===== src/rtl/teg_pkg.sv =====
// ----------------------------------------------------------------------------
// teg_pkg
// Shared types and constants of the tracker envelope generator.
// ----------------------------------------------------------------------------
package teg_pkg;

    localparam int MAX_POINTS_DEF = 12;
    localparam int X_W            = 16;
    localparam int Y_W            = 7;
    localparam int FC_W           = 17;
    localparam int NUM_W          = 23;
    localparam int DIV_CNT_W      = 5;
    localparam int CFG_IDX_W      = 3;
    localparam int CFG_DATA_W     = 16;

    localparam logic [FC_W-1:0] FADE_FULL  = 17'd65536;
    localparam logic [Y_W-1:0]  LEVEL_FULL = 7'd64;

    localparam logic [1:0] OP_TICK   = 2'd0;
    localparam logic [1:0] OP_START  = 2'd1;
    localparam logic [1:0] OP_KEYOFF = 2'd2;
    localparam logic [1:0] OP_LOAD   = 2'd3;

    localparam logic [CFG_IDX_W-1:0] REG_NUM_POINTS = 3'd0;
    localparam logic [CFG_IDX_W-1:0] REG_SUSTAIN    = 3'd1;
    localparam logic [CFG_IDX_W-1:0] REG_LOOP_START = 3'd2;
    localparam logic [CFG_IDX_W-1:0] REG_LOOP_END   = 3'd3;
    localparam logic [CFG_IDX_W-1:0] REG_ENV_ON     = 3'd4;
    localparam logic [CFG_IDX_W-1:0] REG_SUS_ON     = 3'd5;
    localparam logic [CFG_IDX_W-1:0] REG_LOOP_ON    = 3'd6;
    localparam logic [CFG_IDX_W-1:0] REG_FADE_STEP  = 3'd7;

    typedef enum logic [2:0] {
        PH_PLAYING    = 3'd0,
        PH_SUSTAINING = 3'd1,
        PH_RELEASING  = 3'd2,
        PH_FADING     = 3'd3,
        PH_FINISHED   = 3'd4
    } phase_t;

    typedef struct packed {
        logic [1:0]     op;
        logic [3:0]     point_index;
        logic [X_W-1:0] point_x;
        logic [Y_W-1:0] point_y;
    } in_item_t;

    typedef struct packed {
        logic [Y_W-1:0] level;
        logic [2:0]     phase;
        logic           active;
    } out_item_t;

    typedef enum logic [4:0] {
        CMD_NONE,
        CMD_LOAD,
        CMD_START_BEGIN,
        CMD_START_LEVEL,
        CMD_KEYOFF,
        CMD_FINISHED_TICK,
        CMD_FLAT,
        CMD_FADE,
        CMD_MUL_FLAT,
        CMD_READ_LAST,
        CMD_MUL_LAST,
        CMD_READ_SUS,
        CMD_SUS_LEVEL,
        CMD_SCAN_INIT,
        CMD_SCAN_STEP,
        CMD_DIV_INIT,
        CMD_DIV_STEP,
        CMD_INTERP,
        CMD_END_FADE,
        CMD_MUL_LEVEL,
        CMD_READ_LEND,
        CMD_LEND_CHECK,
        CMD_LSTART,
        CMD_END_CHECK,
        CMD_EMIT
    } cmd_op_t;

    typedef struct packed {
        cmd_op_t op;
        logic    accept;
    } cmd_t;

    typedef struct packed {
        logic [1:0] op;
        phase_t     phase;
        logic       env_on;
        logic       sustain_on;
        logic       sus_hit;
        logic       scan_last;
        logic       found;
        logic       div_last;
        logic       out_free;
    } status_t;

endpackage


===== src/rtl/teg_ram.sv =====
// ----------------------------------------------------------------------------
// teg_ram
// Generic single-port-write, single-port-read RAM with registered read data.
// ----------------------------------------------------------------------------
module teg_ram #(
    parameter int WIDTH = 8,
    parameter int DEPTH = 16
) (
    input  logic                     clk,
    input  logic                     we,
    input  logic [$clog2(DEPTH)-1:0] waddr,
    input  logic [WIDTH-1:0]         wdata,
    input  logic [$clog2(DEPTH)-1:0] raddr,
    output logic [WIDTH-1:0]         rdata
);

    logic [WIDTH-1:0] mem [DEPTH];

    always_ff @(posedge clk)
    begin
        if (we)
        begin
            mem[waddr] <= wdata;
        end
        rdata <= mem[raddr];
    end

endmodule


===== src/rtl/teg_datapath.sv =====
// ----------------------------------------------------------------------------
// teg_datapath
// Envelope state, configuration registers, point table, segment scan,
// serial divider and fade arithmetic, driven by controller commands.
// ----------------------------------------------------------------------------
module teg_datapath #(
    parameter int MAX_POINTS = teg_pkg::MAX_POINTS_DEF
) (
    input  logic                                clk,
    input  logic                                rst_n,
    input  teg_pkg::cmd_t                       cmd,
    output teg_pkg::status_t                    status,
    input  teg_pkg::in_item_t                   in_data,
    output logic                                out_valid,
    input  logic                                out_stall,
    output teg_pkg::out_item_t                  out_data,
    input  logic                                cfg_we,
    input  logic [teg_pkg::CFG_IDX_W-1:0]       cfg_index,
    input  logic [teg_pkg::CFG_DATA_W-1:0]      cfg_data
);

    localparam int IDX_W = (MAX_POINTS > 1) ? $clog2(MAX_POINTS) : 1;
    localparam int X_W   = teg_pkg::X_W;
    localparam int Y_W   = teg_pkg::Y_W;
    localparam int FC_W  = teg_pkg::FC_W;
    localparam int NUM_W = teg_pkg::NUM_W;
    localparam int CNT_W = teg_pkg::DIV_CNT_W;

    function automatic logic [IDX_W-1:0] clamp_idx(input logic [3:0] v);
        if (32'(v) < MAX_POINTS)
            return IDX_W'(v);
        else
            return IDX_W'(MAX_POINTS - 1);
    endfunction

    logic [3:0]       num_points_reg, sustain_idx_reg, lstart_idx_reg, lend_idx_reg;
    logic             env_on_reg, sus_on_reg, loop_on_reg;
    logic [15:0]      fade_step_reg;

    logic [X_W-1:0]   pos_reg, pos_next;
    logic [Y_W-1:0]   level_reg, level_next;
    logic [FC_W-1:0]  fc_reg, fc_next;
    teg_pkg::phase_t  phase_reg, phase_next;
    logic             act_reg, act_next;

    logic [X_W-1:0]   prev_x_reg, prev_x_next;
    logic [Y_W-1:0]   prev_y_reg, prev_y_next;
    logic [X_W-1:0]   dp_reg, dp_next;
    logic [X_W-1:0]   dx_reg, dx_next;
    logic [Y_W-1:0]   y0_reg, y0_next;
    logic [Y_W-1:0]   mag_reg, mag_next;
    logic             neg_reg, neg_next;
    logic             found_reg, found_next;
    logic             jump_reg, jump_next;
    logic [IDX_W-1:0] idx_reg, idx_next;
    logic [NUM_W-1:0] num_reg, num_next;
    logic [X_W-1:0]   rem_reg, rem_next;
    logic [CNT_W-1:0] cnt_reg, cnt_next;

    logic                out_valid_reg, out_valid_next;
    teg_pkg::out_item_t  out_data_reg, out_data_next;

    logic [IDX_W:0]      n_pts;
    logic [IDX_W-1:0]    last_idx;
    logic [IDX_W-1:0]    raddr;
    logic [X_W+Y_W-1:0]  rdata;
    logic [X_W-1:0]      rd_x;
    logic [Y_W-1:0]      rd_y;
    logic                ram_we;
    logic [FC_W-1:0]     fc_faded;
    logic [X_W:0]        rem_sh;
    logic                div_ge;
    logic [Y_W:0]        dy;
    logic [23:0]         mul_prod;
    logic [Y_W-1:0]      mul_src;
    logic                out_free;

    assign rd_x = rdata[X_W+Y_W-1:Y_W];
    assign rd_y = rdata[Y_W-1:0];

    always_comb
    begin
        if (num_points_reg == 4'd0)
            n_pts = (IDX_W+1)'(1);
        else if (32'(num_points_reg) > MAX_POINTS)
            n_pts = (IDX_W+1)'(MAX_POINTS);
        else
            n_pts = (IDX_W+1)'(num_points_reg);
    end
    assign last_idx = IDX_W'(n_pts - (IDX_W+1)'(1));

    assign ram_we = (cmd.op == teg_pkg::CMD_LOAD) &&
                    (32'(in_data.point_index) < MAX_POINTS);

    always_comb
    begin
        case (cmd.op)
            teg_pkg::CMD_READ_SUS:   raddr = clamp_idx(sustain_idx_reg);
            teg_pkg::CMD_SCAN_STEP:  raddr = (idx_reg == last_idx) ? '0 :
                                             IDX_W'(idx_reg + 1'b1);
            teg_pkg::CMD_READ_LAST:  raddr = last_idx;
            teg_pkg::CMD_READ_LEND:  raddr = clamp_idx(lend_idx_reg);
            teg_pkg::CMD_LEND_CHECK: raddr = clamp_idx(lstart_idx_reg);
            default:                 raddr = '0;
        endcase
    end

    teg_ram #(
        .WIDTH (X_W + Y_W),
        .DEPTH (MAX_POINTS)
    ) u_table (
        .clk   (clk),
        .we    (ram_we),
        .waddr (IDX_W'(in_data.point_index)),
        .wdata ({in_data.point_x, in_data.point_y}),
        .raddr (raddr),
        .rdata (rdata)
    );

    assign fc_faded = (fc_reg > {1'b0, fade_step_reg}) ? FC_W'(fc_reg - {1'b0, fade_step_reg})
                                                       : '0;
    assign rem_sh   = {rem_reg, num_reg[NUM_W-1]};
    assign div_ge   = rem_sh >= {1'b0, dx_reg};
    assign dy       = {1'b0, rd_y} - {1'b0, prev_y_reg};
    assign mul_src  = (cmd.op == teg_pkg::CMD_MUL_LAST) ? rd_y : level_reg;
    assign mul_prod = 24'(mul_src) * 24'(fc_reg);
    assign out_free = !out_valid_reg || !out_stall;

    always_comb
    begin
        pos_next       = pos_reg;
        level_next     = level_reg;
        fc_next        = fc_reg;
        phase_next     = phase_reg;
        act_next       = act_reg;
        prev_x_next    = prev_x_reg;
        prev_y_next    = prev_y_reg;
        dp_next        = dp_reg;
        dx_next        = dx_reg;
        y0_next        = y0_reg;
        mag_next       = mag_reg;
        neg_next       = neg_reg;
        found_next     = found_reg;
        jump_next      = jump_reg;
        idx_next       = idx_reg;
        num_next       = num_reg;
        rem_next       = rem_reg;
        cnt_next       = cnt_reg;
        out_valid_next = out_valid_reg && out_stall;
        out_data_next  = out_data_reg;

        if (cmd.accept)
        begin
            act_next = 1'b1;
        end

        case (cmd.op)
            teg_pkg::CMD_START_BEGIN:
            begin
                phase_next = teg_pkg::PH_PLAYING;
                pos_next   = '0;
                fc_next    = teg_pkg::FADE_FULL;
            end
            teg_pkg::CMD_START_LEVEL:
            begin
                level_next = env_on_reg ? rd_y : teg_pkg::LEVEL_FULL;
            end
            teg_pkg::CMD_KEYOFF:
            begin
                if (phase_reg == teg_pkg::PH_PLAYING || phase_reg == teg_pkg::PH_SUSTAINING)
                    phase_next = teg_pkg::PH_RELEASING;
            end
            teg_pkg::CMD_FINISHED_TICK:
            begin
                level_next = '0;
                act_next   = 1'b0;
            end
            teg_pkg::CMD_FLAT:
            begin
                level_next = teg_pkg::LEVEL_FULL;
            end
            teg_pkg::CMD_FADE, teg_pkg::CMD_READ_LAST:
            begin
                fc_next = fc_faded;
            end
            teg_pkg::CMD_MUL_FLAT:
            begin
                level_next = fc_reg[FC_W-1:FC_W-Y_W];
                if (fc_reg == '0)
                    phase_next = teg_pkg::PH_FINISHED;
            end
            teg_pkg::CMD_MUL_LAST, teg_pkg::CMD_MUL_LEVEL:
            begin
                level_next = mul_prod[22:16];
                if (fc_reg == '0)
                    phase_next = teg_pkg::PH_FINISHED;
            end
            teg_pkg::CMD_SUS_LEVEL:
            begin
                level_next = rd_y;
                phase_next = teg_pkg::PH_SUSTAINING;
            end
            teg_pkg::CMD_SCAN_INIT:
            begin
                idx_next   = '0;
                found_next = 1'b0;
            end
            teg_pkg::CMD_SCAN_STEP:
            begin
                if (idx_reg != '0 && !found_reg && pos_reg >= prev_x_reg && pos_reg < rd_x)
                begin
                    found_next = 1'b1;
                    dp_next    = pos_reg - prev_x_reg;
                    dx_next    = rd_x - prev_x_reg;
                    y0_next    = prev_y_reg;
                    neg_next   = dy[Y_W];
                    mag_next   = dy[Y_W] ? Y_W'(-dy) : dy[Y_W-1:0];
                end
                prev_x_next = rd_x;
                prev_y_next = rd_y;
                idx_next    = IDX_W'(idx_reg + 1'b1);
            end
            teg_pkg::CMD_DIV_INIT:
            begin
                num_next = NUM_W'(mag_reg) * NUM_W'(dp_reg);
                rem_next = '0;
                cnt_next = '0;
            end
            teg_pkg::CMD_DIV_STEP:
            begin
                rem_next = div_ge ? X_W'(rem_sh - {1'b0, dx_reg}) : rem_sh[X_W-1:0];
                num_next = {num_reg[NUM_W-2:0], div_ge};
                cnt_next = CNT_W'(cnt_reg + 1'b1);
            end
            teg_pkg::CMD_INTERP:
            begin
                if (found_reg)
                    level_next = neg_reg ? Y_W'(y0_reg - num_reg[Y_W-1:0])
                                         : Y_W'(y0_reg + num_reg[Y_W-1:0]);
                else
                    level_next = prev_y_reg;
                if (pos_reg != '1)
                    pos_next = X_W'(pos_reg + 1'b1);
            end
            teg_pkg::CMD_END_FADE:
            begin
                if (pos_reg >= prev_x_reg)
                    phase_next = teg_pkg::PH_FADING;
                fc_next = fc_faded;
            end
            teg_pkg::CMD_LEND_CHECK:
            begin
                jump_next = loop_on_reg && (pos_reg >= rd_x);
            end
            teg_pkg::CMD_LSTART:
            begin
                if (jump_reg)
                    pos_next = rd_x;
            end
            teg_pkg::CMD_END_CHECK:
            begin
                if (pos_reg >= prev_x_reg)
                    phase_next = teg_pkg::PH_FADING;
            end
            teg_pkg::CMD_EMIT:
            begin
                out_valid_next       = 1'b1;
                out_data_next.level  = level_reg;
                out_data_next.phase  = phase_reg;
                out_data_next.active = act_reg;
            end
            default:
            begin
            end
        endcase
    end

    always_ff @(posedge clk or negedge rst_n)
    begin
        if (!rst_n)
        begin
            num_points_reg  <= 4'd1;
            sustain_idx_reg <= '0;
            lstart_idx_reg  <= '0;
            lend_idx_reg    <= '0;
            env_on_reg      <= 1'b0;
            sus_on_reg      <= 1'b0;
            loop_on_reg     <= 1'b0;
            fade_step_reg   <= '0;
            pos_reg         <= '0;
            level_reg       <= teg_pkg::LEVEL_FULL;
            fc_reg          <= teg_pkg::FADE_FULL;
            phase_reg       <= teg_pkg::PH_FINISHED;
            act_reg         <= 1'b1;
            out_valid_reg   <= 1'b0;
        end
        else
        begin
            if (cfg_we)
            begin
                case (cfg_index)
                    teg_pkg::REG_NUM_POINTS: num_points_reg  <= cfg_data[3:0];
                    teg_pkg::REG_SUSTAIN:    sustain_idx_reg <= cfg_data[3:0];
                    teg_pkg::REG_LOOP_START: lstart_idx_reg  <= cfg_data[3:0];
                    teg_pkg::REG_LOOP_END:   lend_idx_reg    <= cfg_data[3:0];
                    teg_pkg::REG_ENV_ON:     env_on_reg      <= cfg_data[0];
                    teg_pkg::REG_SUS_ON:     sus_on_reg      <= cfg_data[0];
                    teg_pkg::REG_LOOP_ON:    loop_on_reg     <= cfg_data[0];
                    teg_pkg::REG_FADE_STEP:  fade_step_reg   <= cfg_data;
                    default:
                    begin
                    end
                endcase
            end
            pos_reg       <= pos_next;
            level_reg     <= level_next;
            fc_reg        <= fc_next;
            phase_reg     <= phase_next;
            act_reg       <= act_next;
            out_valid_reg <= out_valid_next;
        end
    end

    always_ff @(posedge clk)
    begin
        prev_x_reg   <= prev_x_next;
        prev_y_reg   <= prev_y_next;
        dp_reg       <= dp_next;
        dx_reg       <= dx_next;
        y0_reg       <= y0_next;
        mag_reg      <= mag_next;
        neg_reg      <= neg_next;
        found_reg    <= found_next;
        jump_reg     <= jump_next;
        idx_reg      <= idx_next;
        num_reg      <= num_next;
        rem_reg      <= rem_next;
        cnt_reg      <= cnt_next;
        out_data_reg <= out_data_next;
    end

    assign status.op         = in_data.op;
    assign status.phase      = phase_reg;
    assign status.env_on     = env_on_reg;
    assign status.sustain_on = sus_on_reg;
    assign status.sus_hit    = sus_on_reg && (pos_reg >= rd_x);
    assign status.scan_last  = (idx_reg == last_idx);
    assign status.found      = found_reg;
    assign status.div_last   = (cnt_reg == CNT_W'(NUM_W - 1));
    assign status.out_free   = out_free;

    assign out_valid = out_valid_reg;
    assign out_data  = out_data_reg;

endmodule


===== src/rtl/teg_controller.sv =====
// ----------------------------------------------------------------------------
// teg_controller
// Sequencer that steps the datapath through one item at a time.
// ----------------------------------------------------------------------------
module teg_controller (
    input  logic             clk,
    input  logic             rst_n,
    input  logic             in_valid,
    output logic             in_stall,
    input  teg_pkg::status_t status,
    output teg_pkg::cmd_t    cmd
);

    typedef enum logic [3:0] {
        S_IDLE,
        S_START,
        S_SUS,
        S_SCAN,
        S_SCAN_DONE,
        S_DIV,
        S_INTERP,
        S_POST,
        S_LEND,
        S_LSTART,
        S_END,
        S_MUL_FLAT,
        S_MUL_LAST,
        S_MUL_LEVEL,
        S_OUT
    } state_t;

    state_t state_reg, state_next;

    always_comb
    begin
        state_next = state_reg;
        cmd.op     = teg_pkg::CMD_NONE;
        cmd.accept = 1'b0;
        case (state_reg)
            S_IDLE:
            begin
                if (in_valid)
                begin
                    cmd.accept = 1'b1;
                    state_next = S_OUT;
                    case (status.op)
                        teg_pkg::OP_LOAD:   cmd.op = teg_pkg::CMD_LOAD;
                        teg_pkg::OP_KEYOFF: cmd.op = teg_pkg::CMD_KEYOFF;
                        teg_pkg::OP_START:
                        begin
                            cmd.op     = teg_pkg::CMD_START_BEGIN;
                            state_next = S_START;
                        end
                        default:
                        begin
                            if (status.phase == teg_pkg::PH_FINISHED)
                                cmd.op = teg_pkg::CMD_FINISHED_TICK;
                            else if (!status.env_on)
                            begin
                                if (status.phase == teg_pkg::PH_RELEASING)
                                begin
                                    cmd.op     = teg_pkg::CMD_FADE;
                                    state_next = S_MUL_FLAT;
                                end
                                else
                                    cmd.op = teg_pkg::CMD_FLAT;
                            end
                            else if (status.phase == teg_pkg::PH_FADING)
                            begin
                                cmd.op     = teg_pkg::CMD_READ_LAST;
                                state_next = S_MUL_LAST;
                            end
                            else if (status.phase == teg_pkg::PH_SUSTAINING ||
                                     (status.phase == teg_pkg::PH_PLAYING && status.sustain_on))
                            begin
                                cmd.op     = teg_pkg::CMD_READ_SUS;
                                state_next = S_SUS;
                            end
                            else
                            begin
                                cmd.op     = teg_pkg::CMD_SCAN_INIT;
                                state_next = S_SCAN;
                            end
                        end
                    endcase
                end
            end
            S_START:
            begin
                cmd.op     = teg_pkg::CMD_START_LEVEL;
                state_next = S_OUT;
            end
            S_SUS:
            begin
                if (status.phase == teg_pkg::PH_SUSTAINING || status.sus_hit)
                begin
                    cmd.op     = teg_pkg::CMD_SUS_LEVEL;
                    state_next = S_OUT;
                end
                else
                begin
                    cmd.op     = teg_pkg::CMD_SCAN_INIT;
                    state_next = S_SCAN;
                end
            end
            S_SCAN:
            begin
                cmd.op = teg_pkg::CMD_SCAN_STEP;
                if (status.scan_last)
                    state_next = S_SCAN_DONE;
            end
            S_SCAN_DONE:
            begin
                if (status.found)
                begin
                    cmd.op     = teg_pkg::CMD_DIV_INIT;
                    state_next = S_DIV;
                end
                else
                begin
                    cmd.op     = teg_pkg::CMD_INTERP;
                    state_next = S_POST;
                end
            end
            S_DIV:
            begin
                cmd.op = teg_pkg::CMD_DIV_STEP;
                if (status.div_last)
                    state_next = S_INTERP;
            end
            S_INTERP:
            begin
                cmd.op     = teg_pkg::CMD_INTERP;
                state_next = S_POST;
            end
            S_POST:
            begin
                if (status.phase == teg_pkg::PH_RELEASING)
                begin
                    cmd.op     = teg_pkg::CMD_END_FADE;
                    state_next = S_MUL_LEVEL;
                end
                else
                begin
                    cmd.op     = teg_pkg::CMD_READ_LEND;
                    state_next = S_LEND;
                end
            end
            S_LEND:
            begin
                cmd.op     = teg_pkg::CMD_LEND_CHECK;
                state_next = S_LSTART;
            end
            S_LSTART:
            begin
                cmd.op     = teg_pkg::CMD_LSTART;
                state_next = S_END;
            end
            S_END:
            begin
                cmd.op     = teg_pkg::CMD_END_CHECK;
                state_next = S_OUT;
            end
            S_MUL_FLAT:
            begin
                cmd.op     = teg_pkg::CMD_MUL_FLAT;
                state_next = S_OUT;
            end
            S_MUL_LAST:
            begin
                cmd.op     = teg_pkg::CMD_MUL_LAST;
                state_next = S_OUT;
            end
            S_MUL_LEVEL:
            begin
                cmd.op     = teg_pkg::CMD_MUL_LEVEL;
                state_next = S_OUT;
            end
            S_OUT:
            begin
                if (status.out_free)
                begin
                    cmd.op     = teg_pkg::CMD_EMIT;
                    state_next = S_IDLE;
                end
            end
            default:
            begin
                state_next = S_IDLE;
            end
        endcase
    end

    always_ff @(posedge clk or negedge rst_n)
    begin
        if (!rst_n)
        begin
            state_reg <= S_IDLE;
        end
        else
        begin
            state_reg <= state_next;
        end
    end

    assign in_stall = (state_reg != S_IDLE);

endmodule


===== src/rtl/tracker_envelope_generator_unit.sv =====
// A load or key-off beat goes from acceptance straight to the output state; a
// start beat first reads the level of point 0.
// The tick time is set by the segment scan (one table read per point) and the
// shift-subtract divider; one item is in flight at a time.
// Reset clears the envelope to finished, level 64, and the registers to their
// defaults; the point table holds no defined value until loaded.
// ----------------------------------------------------------------------------
// tracker_envelope_generator_unit
// Top level: controller and datapath of the tracker envelope generator.
// ----------------------------------------------------------------------------
module tracker_envelope_generator_unit #(
    parameter int MAX_POINTS = teg_pkg::MAX_POINTS_DEF
) (
    input  logic                           clk,
    input  logic                           rst_n,
    input  logic                           in_valid,
    output logic                           in_stall,
    input  teg_pkg::in_item_t              in_data,
    output logic                           out_valid,
    input  logic                           out_stall,
    output teg_pkg::out_item_t             out_data,
    input  logic                           cfg_we,
    input  logic [teg_pkg::CFG_IDX_W-1:0]  cfg_index,
    input  logic [teg_pkg::CFG_DATA_W-1:0] cfg_data
);

    teg_pkg::cmd_t    cmd;
    teg_pkg::status_t status;

    teg_controller u_ctrl (
        .clk      (clk),
        .rst_n    (rst_n),
        .in_valid (in_valid),
        .in_stall (in_stall),
        .status   (status),
        .cmd      (cmd)
    );

    teg_datapath #(
        .MAX_POINTS (MAX_POINTS)
    ) u_dp (
        .clk       (clk),
        .rst_n     (rst_n),
        .cmd       (cmd),
        .status    (status),
        .in_data   (in_data),
        .out_valid (out_valid),
        .out_stall (out_stall),
        .out_data  (out_data),
        .cfg_we    (cfg_we),
        .cfg_index (cfg_index),
        .cfg_data  (cfg_data)
    );

endmodule


===== config.mk =====
export PLATFORM = sky130hd
export DESIGN_NAME = tracker_envelope_generator_unit
export DESIGN_NICKNAME = d
export VERILOG_FILES = /design/src/rtl/teg_pkg.sv /design/src/rtl/teg_ram.sv /design/src/rtl/teg_datapath.sv /design/src/rtl/teg_controller.sv /design/src/rtl/tracker_envelope_generator_unit.sv
export SDC_FILE = /design/constraint.sdc
export NUM_CORES = 1
export LEC_CHECK = 0
export BUFFER_PORTS_ARGS = -buffer_cell sky130_fd_sc_hd__clkbuf_2
export CAP_MARGIN = 20
export CORE_AREA = 10 10 264 266
export DETAILED_ROUTE_END_ITERATION = 10
export DIE_AREA = 0 0 274 276
export GPL_ROUTABILITY_DRIVEN = 0
export PLACE_DENSITY = 0.79
export REMOVE_ABC_BUFFERS = 1
export SLEW_MARGIN = 20
export SYNTH_ARGS = -nofsm -noshare
export SYNTH_HDL_FRONTEND = slang
export SYNTH_SLANG_ARGS = --single-unit

===== constraint.sdc =====
create_clock -name clk -period 8.11 [get_ports clk]
set_input_delay 1.622 -clock clk [delete_from_list [all_inputs] [get_ports clk]]
set_output_delay 1.622 -clock clk [all_outputs]
set_load 0.02 [all_outputs]

== Word-level counts from Yosys, hierarchy flattened ==
Memory sizes are Yosys's and may differ from the RTL's. A register that Yosys moved wholly into a read port is not among the register bits.
Cells that the tools add are included.

* Flip-flop bits (word level): 215
* RAM bits: 276
* Word-level logic and storage cells: 230
* Memories kept: 1

* Add/subtract/negate cells: 12
* Multiply operators: 2
* Magnitude comparators: 10
* Equality and inequality tests: 65
* Muxes and demuxes: 61
* Reduce and logical (&&, ||, !) cells: 48

{| class="wikitable"
|+ Memories
! memory !! depth !! bits a word !! rd ports !! clocked after Yosys merged registers in !! write ports !! RTL line !! text
|-
| u_dp.u_table.mem || 12 || 23 || 1 || 1 || 1 || teg_ram.sv:17 || <nowiki>logic [WIDTH-1:0] mem [DEPTH];</nowiki>
|}

{| class="wikitable"
|+ Operators with widths
! kind !! count
|-
| $pmux W5 S15 || 1
|-
| $mux W4 || 14
|-
| $eq A5 B5 Y1 const B || 10
|-
| $pmux W7 S7 || 1
|-
| $mux W16 || 3
|-
| $pmux W16 S3 || 1
|-
| $sub A16 B16 Y16 || 3
|-
| $pmux W23 S2 || 1
|-
| $pmux W4 S11 || 1
|-
| $eq A5 B4 Y1 const B || 8
|-
| $mux W7 || 5
|-
| $pmux W17 S2 || 1
|-
| $ge A16 B16 Y1 || 2
|-
| $pmux W16 S2 || 1
|-
| $eq A4 B4 Y1 const B || 7
|-
| $mux W5 || 5
|-
| $mul A7 B16 Y23 || 1
|-
| $mul A7 B17 Y23 || 1
|-
| $mux W3 || 7
|-
| $eq A5 B3 Y1 const B || 4
|-
| $pmux W4 S5 || 1
|-
| $reduce_and A2 Y1 || 10
|-
| $ge A17 B16 Y1 || 1
|-
| $gt A17 B16 Y1 || 1
|-
| other kinds (51) || 108
|}

== Longest topological paths before layout ==
* Depth in word-level cells: 14
* Gate-level depth with buffers: 24
* Mapped depth without buffers: 21

== Hierarchy ==
From an unflattened synthesis, not the netlist that was laid out.

* Cells, all modules: 2680
* Area, all modules: 31438.9 um2

{| class="wikitable"
|+ Modules (own cells, without submodules)
! module !! instances !! cells each !! area each (um2)
|-
| teg_datapath || 1 || 2076 || 19680.1
|-
| teg_ram || 1 || 482 || 10896.7
|-
| teg_controller || 1 || 122 || 862.1
|}

== Least setup slack after synthesis ==
No wires, ideal clock.

* Path kind: reg-to-reg
* Start: register u_dp.pos_reg[0]
* End: register u_dp.found_reg, enable pin
* Arrival: 7319 ps
* Required time: 7794 ps
* Slack: 475 ps
* Cell stages (with the launch flop): 13
* Buffers on the path: 0
* Cells stage by stage: dfrtp_1 inv_1 ha_1 fa_1 nand2b_1 a21boi_0 o21ai_0 a21o_1 a31oi_1 a221oi_1 a21oi_1 nor4bb_1 o21bai_1

* Longest elaborated chain between the ends: 8

{| class="wikitable"
|+ RTL lines
! what !! RTL line !! text
|-
| start, declared || teg_datapath.sv:40 || <nowiki>logic [X_W-1:0] pos_reg, pos_next;</nowiki>
|-
| start signal, assigned || teg_datapath.sv:315 || <nowiki>pos_reg <= pos_next;</nowiki>
|-
| $ge A16 B16 Y1 || teg_datapath.sv:346 || <nowiki>assign status.sus_hit = sus_on_reg && (pos_reg >= rd_x);</nowiki>
|-
| $logic_and A1 B1 Y1 || teg_datapath.sv:346 ||
|-
| $logic_or A1 B1 Y1 || teg_controller.sv:95 || <nowiki>if (status.phase == teg_pkg::PH_SUSTAINING || status.sus_hit)</nowiki>
|-
| $mux W1 || teg_controller.sv:95 ||
|-
| $pmux W5 S15 || teg_controller.sv:39 || <nowiki>case (state_reg)</nowiki>
|-
| $eq A5 B4 Y1 || teg_datapath.sv:157 || <nowiki>case (cmd.op)</nowiki>
|-
| $ne A2 B1 Y1 (no line) / $reduce_bool A2 Y1 (equally long branches) || - ||
|-
| $reduce_and A2 Y1 (no line) * || - ||
|-
| end signal, assigned || teg_datapath.sv:333 || <nowiki>found_reg <= found_next;</nowiki>
|-
| end, declared || teg_datapath.sv:53 || <nowiki>logic found_reg, found_next;</nowiki>
|}

Mark *: on every way between the ends. The rest lies on a longest branch, timed or not.
A chain may end at the register's enable or synchronous reset.

== Worst setup path after layout ==
* Start: register u_ctrl.state_reg[3]
* End: register u_dp.level_reg[4]

* Longest elaborated chain between the ends: 6

{| class="wikitable"
|+ RTL lines
! what !! RTL line !! text
|-
| start, declared || teg_controller.sv:32 || <nowiki>state_t state_reg, state_next;</nowiki>
|-
| start signal, assigned || teg_controller.sv:202 || <nowiki>state_reg <= state_next;</nowiki>
|-
| $eq A4 B4 Y1, or another cell as far along || teg_controller.sv:39 ||
|-
| $pmux W5 S15 * || teg_controller.sv:39 ||
|-
| $eq A5 B4 Y1 || teg_datapath.sv:125, teg_datapath.sv:157 ||
|-
| $mux W7 || teg_datapath.sv:125 || <nowiki>assign mul_src = (cmd.op == teg_pkg::CMD_MUL_LAST) ? rd_y : level_reg;</nowiki>
|-
| $mul A7 B17 Y23 || teg_datapath.sv:126 || <nowiki>assign mul_prod = 24'(mul_src) * 24'(fc_reg);</nowiki>
|-
| $pmux W7 S7 || teg_datapath.sv:157 ||
|-
| end signal, assigned || teg_datapath.sv:291 || <nowiki>level_reg <= teg_pkg::LEVEL_FULL;</nowiki>
|-
| end signal, assigned || teg_datapath.sv:316 || <nowiki>level_reg <= level_next;</nowiki>
|-
| end, declared || teg_datapath.sv:41 || <nowiki>logic [Y_W-1:0] level_reg, level_next;</nowiki>
|}

Marks and branches as above.

==> impl_metrics.toml <==
[run_status]
status = "finished, final reports clean"

[die]
rows = 93
io_pins = 66
die_x_um = 274
die_h_um = 276
start_util_pct = 49.6
core_area_mm2 = 0.0641
dieArea_mm2 = 0.0756

[power]
p_leak_uw = 0.0148
power_density_mw_per_mm2 = 360
peakVddDrop_v = 0.000235

[sta]
fin_ws_ns = 1.52
final-hold-violation-count = 0
fin_crit_sh_pct = 81.3
clock.fmax_mhz = 152
rsz0062_at_grt = "no"
skew_ns = 0.0181
setup_viol = 0
final.setup.tns_ns = 0
maxSlewViolCount = 0
worst_pin_slew_ns = 1.11
timing.slew.headroom_pct = 25.8
period_needed_ns = 6.59

[placement]
place.port_buffers = 65
hpwl_mm = 49.0
post-place-ws_ns = 1.62

[global_routing]
grt_pass1_vias = 21280
grt_overflow = 0
grt_pass1_wl_mm = 114
grt_max_degree = 66
antenna_found_initial = 3
grt_usage_pct = 18.4

[worst_setup_path]
endpoint_kind = "flip-flop"
cpMostUsedCell = "fa_1"
worstSetupPathType = "reg -> reg"
worstPathArrival_ns = 7.06
reg2regPathDepth = 19
critPathMaxFanout = 21
path_cells = "and4bb_1 -> mux2_2 -> and2_1 -> fa_1 -> fa_1 -> fa_1 -> inv_1 -> fa_1 -> inv_1 -> ha_1 -> a2111oi_0 -> o21ai_0 -> o22ai_1 -> o21ai_0 -> nor2_1 -> o21ai_0 -> xor2_1 -> a221oi_1 -> a31oi_2"
slowest_stage = "dfrtp_1"
start_kind = "flip-flop"
critical_path_required_ns = 8.58
crit_path_max_incr_delay_ns = 0.76

[synth]
ys_seq_area_share_pct = 46.5
ys_types = 100
synth_area_per_cell_um2 = 11.3
yosysWarnings = 0
synth_flop_cell = "edfxtp_1"
synth-async-reset-ratio_pct = 16.3
synth_edf_count = 407
syn_inst = 2813
synth_area_mm2 = 0.0318
ys_ff_latch = 514

[clock_tree]
ctsLongestPathBuffers = 3
tritoncts = "yes"
postCtsSetupRepairBufs = 0
worstSkewPairLatency_ns = 0.61
ctsHoldBuffers = 0
cts-resized-gates = 0
cts_buffers = 51
cts_root_buffer = "clkbuf_16"
cts_sinks = 514
cts_max_level = 2
clk_pin_slew_ns = 0.06

[min_path]
worstHoldPathCells = 0
hp-class = "reg -> reg"

[route]
drtIter0Drc = 2097
vias_per_cell = 5.75
drcViolationCount = 0
ant_nets = 0
routed_wirelength_mm = 71.1
firstDrtPassIters = 5
num_vias = 21629
wire_per_inst_um = 18.9

[layout]
layout-drive-gt1-share_pct = 9.95
nets = 3241
largest_reg_flops = 276
fillers = 5266
syn2layout_area_growth_pct = 9.47

[job]
maxCapViolCount = 0
per-stage QoR:
stage	power, uW	hold slack, ns	utilization [%]	instances	instance area (um2)
floorplan	8440	0.426	-	2709	31300
finish	12500	0.472	54.4	3761	34800
global placement	9850	0.443	51.6	3663	33100
detailed placement	10000	0.449	51.6	3663	33100
CTS	12500	0.463	54.3	3759	34800
global route	13500	0.468	54.3	3760	34800
worst max-delay path: cells and delay by family (launching register included):
family,cells,cell delay (ns)
AO/OA/AOI/OAI,7,1.53
XOR/XNOR,1,0.16
adder cells (fa/ha/maj),5,2.26
AND/OR/NAND/NOR,3,1.09
multiplexers,1,0.54
flip-flops,1,0.76
buffers and inverters,2,0.09
placed cells by master, fill, tap and decap left out, types with 77 or more instances in the layout:
master,n
edfxtp_1,407
inv_1,283
nand2_1,266
ha_1,179
fa_1,147
a21oi_1,142
mux2i_1,137
nor2_1,113
dfrtp_1,79
o21ai_0,77
final timing paths:
| path | startpoint | end | slack [ns] |
|---|---|---|---|
| max | u_ctrl.state_reg[3] | u_dp.level_reg[4] | 1.52 |
| min | u_dp.prev_y_reg[3] | u_dp.y0_reg[3] | 0.47 |
| max reg2reg | u_ctrl.state_reg[3] | u_dp.level_reg[4] | 1.52 |
| min reg2reg | u_dp.prev_y_reg[3] | u_dp.y0_reg[3] | 0.47 |
| max in group asynchronous | rst_n | u_dp.fc_reg[6] | 6.04 |
| min in group asynchronous | rst_n | u_dp.level_reg[1] | 0.97 |
routing by layer:
metal	track usage (%)	up-vias	share of wire, %	wire length [um]
met5	0	-	0.038	27
met4	5.35	4	2.6	1830
met3	3.42	144	7.4	5290
met2	28.9	742	46	32600
met1	25.7	10583	44	31300
li1	-	10156	-	-
logic make-up (layout without fill, tap and decap cells):
family          count (synthesis)  after routing  share of synthesized area (%)
compound gates                533            533                           11.5
mux                           182            182                           5.89
xor+xnor                       95             95                           2.61
fa+ha+maj                     326            326                           16.3
buf+inv                       389            481                           5.04
flops                         514            514                           46.5
simple gates                  774            774                           12.2
other cells                     0              1                              0
synthesized netlist by cell type, types with 8 or more instances:
master | n | area [um2]
edfxtp_1 | 407 | 12200
inv_1 | 284 | 1070
nand2_1 | 266 | 998
ha_1 | 179 | 2240
fa_1 | 147 | 2940
a21oi_1 | 142 | 711
mux2i_1 | 139 | 1390
nor2_1 | 122 | 458
dfrtp_1 | 79 | 1980
o21ai_0 | 77 | 385
and2_1 | 76 | 475
xnor2_1 | 67 | 587
nor2b_1 | 65 | 407
a221oi_1 | 53 | 464
clkbuf_1 | 52 | 195
nor3_1 | 50 | 250
mux2_2 | 41 | 462
nand3_1 | 38 | 190
nand2b_1 | 36 | 225
o21ai_1 | 30 | 150
xor2_1 | 28 | 245
a21o_1 | 27 | 203
buf_2 | 26 | 130
a211o_1 | 25 | 219
dfxtp_1 | 23 | 460
and3_1 | 20 | 125
a211oi_1 | 19 | 143
or3_1 | 19 | 119
a22o_1 | 18 | 158
nand4_1 | 17 | 106
o211ai_1 | 13 | 97.6
o31ai_1 | 12 | 90.1
a31oi_1 | 11 | 68.8
buf_6 | 11 | 124
or2_2 | 10 | 62.6
a32oi_1 | 9 | 78.8
nor3b_1 | 9 | 67.6
o21a_1 | 9 | 67.6
buf_4 | 8 | 60.1
cell type report:
| type | count | area, um2 | share of cell area [%] |
|---|---|---|---|
| multi-input cells | 1910 | 15500 | 44.6 |
| flip-flops and latches | 514 | 14800 | 42.4 |
| clock buffers | 66 | 1400 | 4.03 |
| inverters | 285 | 1070 | 3.07 |
| well taps | 855 | 1070 | 3.07 |
| repair buffers | 100 | 594 | 1.71 |
| clock inverters | 30 | 375 | 1.08 |
| diodes | 1 | 2.50 | 0.00718 |
power by group:
group	switching, uW	internal [uW]
clock	1020	1450
combinational	3690	2550
sequential	489	3350
total	5200	7340
(Power assumes the default switching activity.)
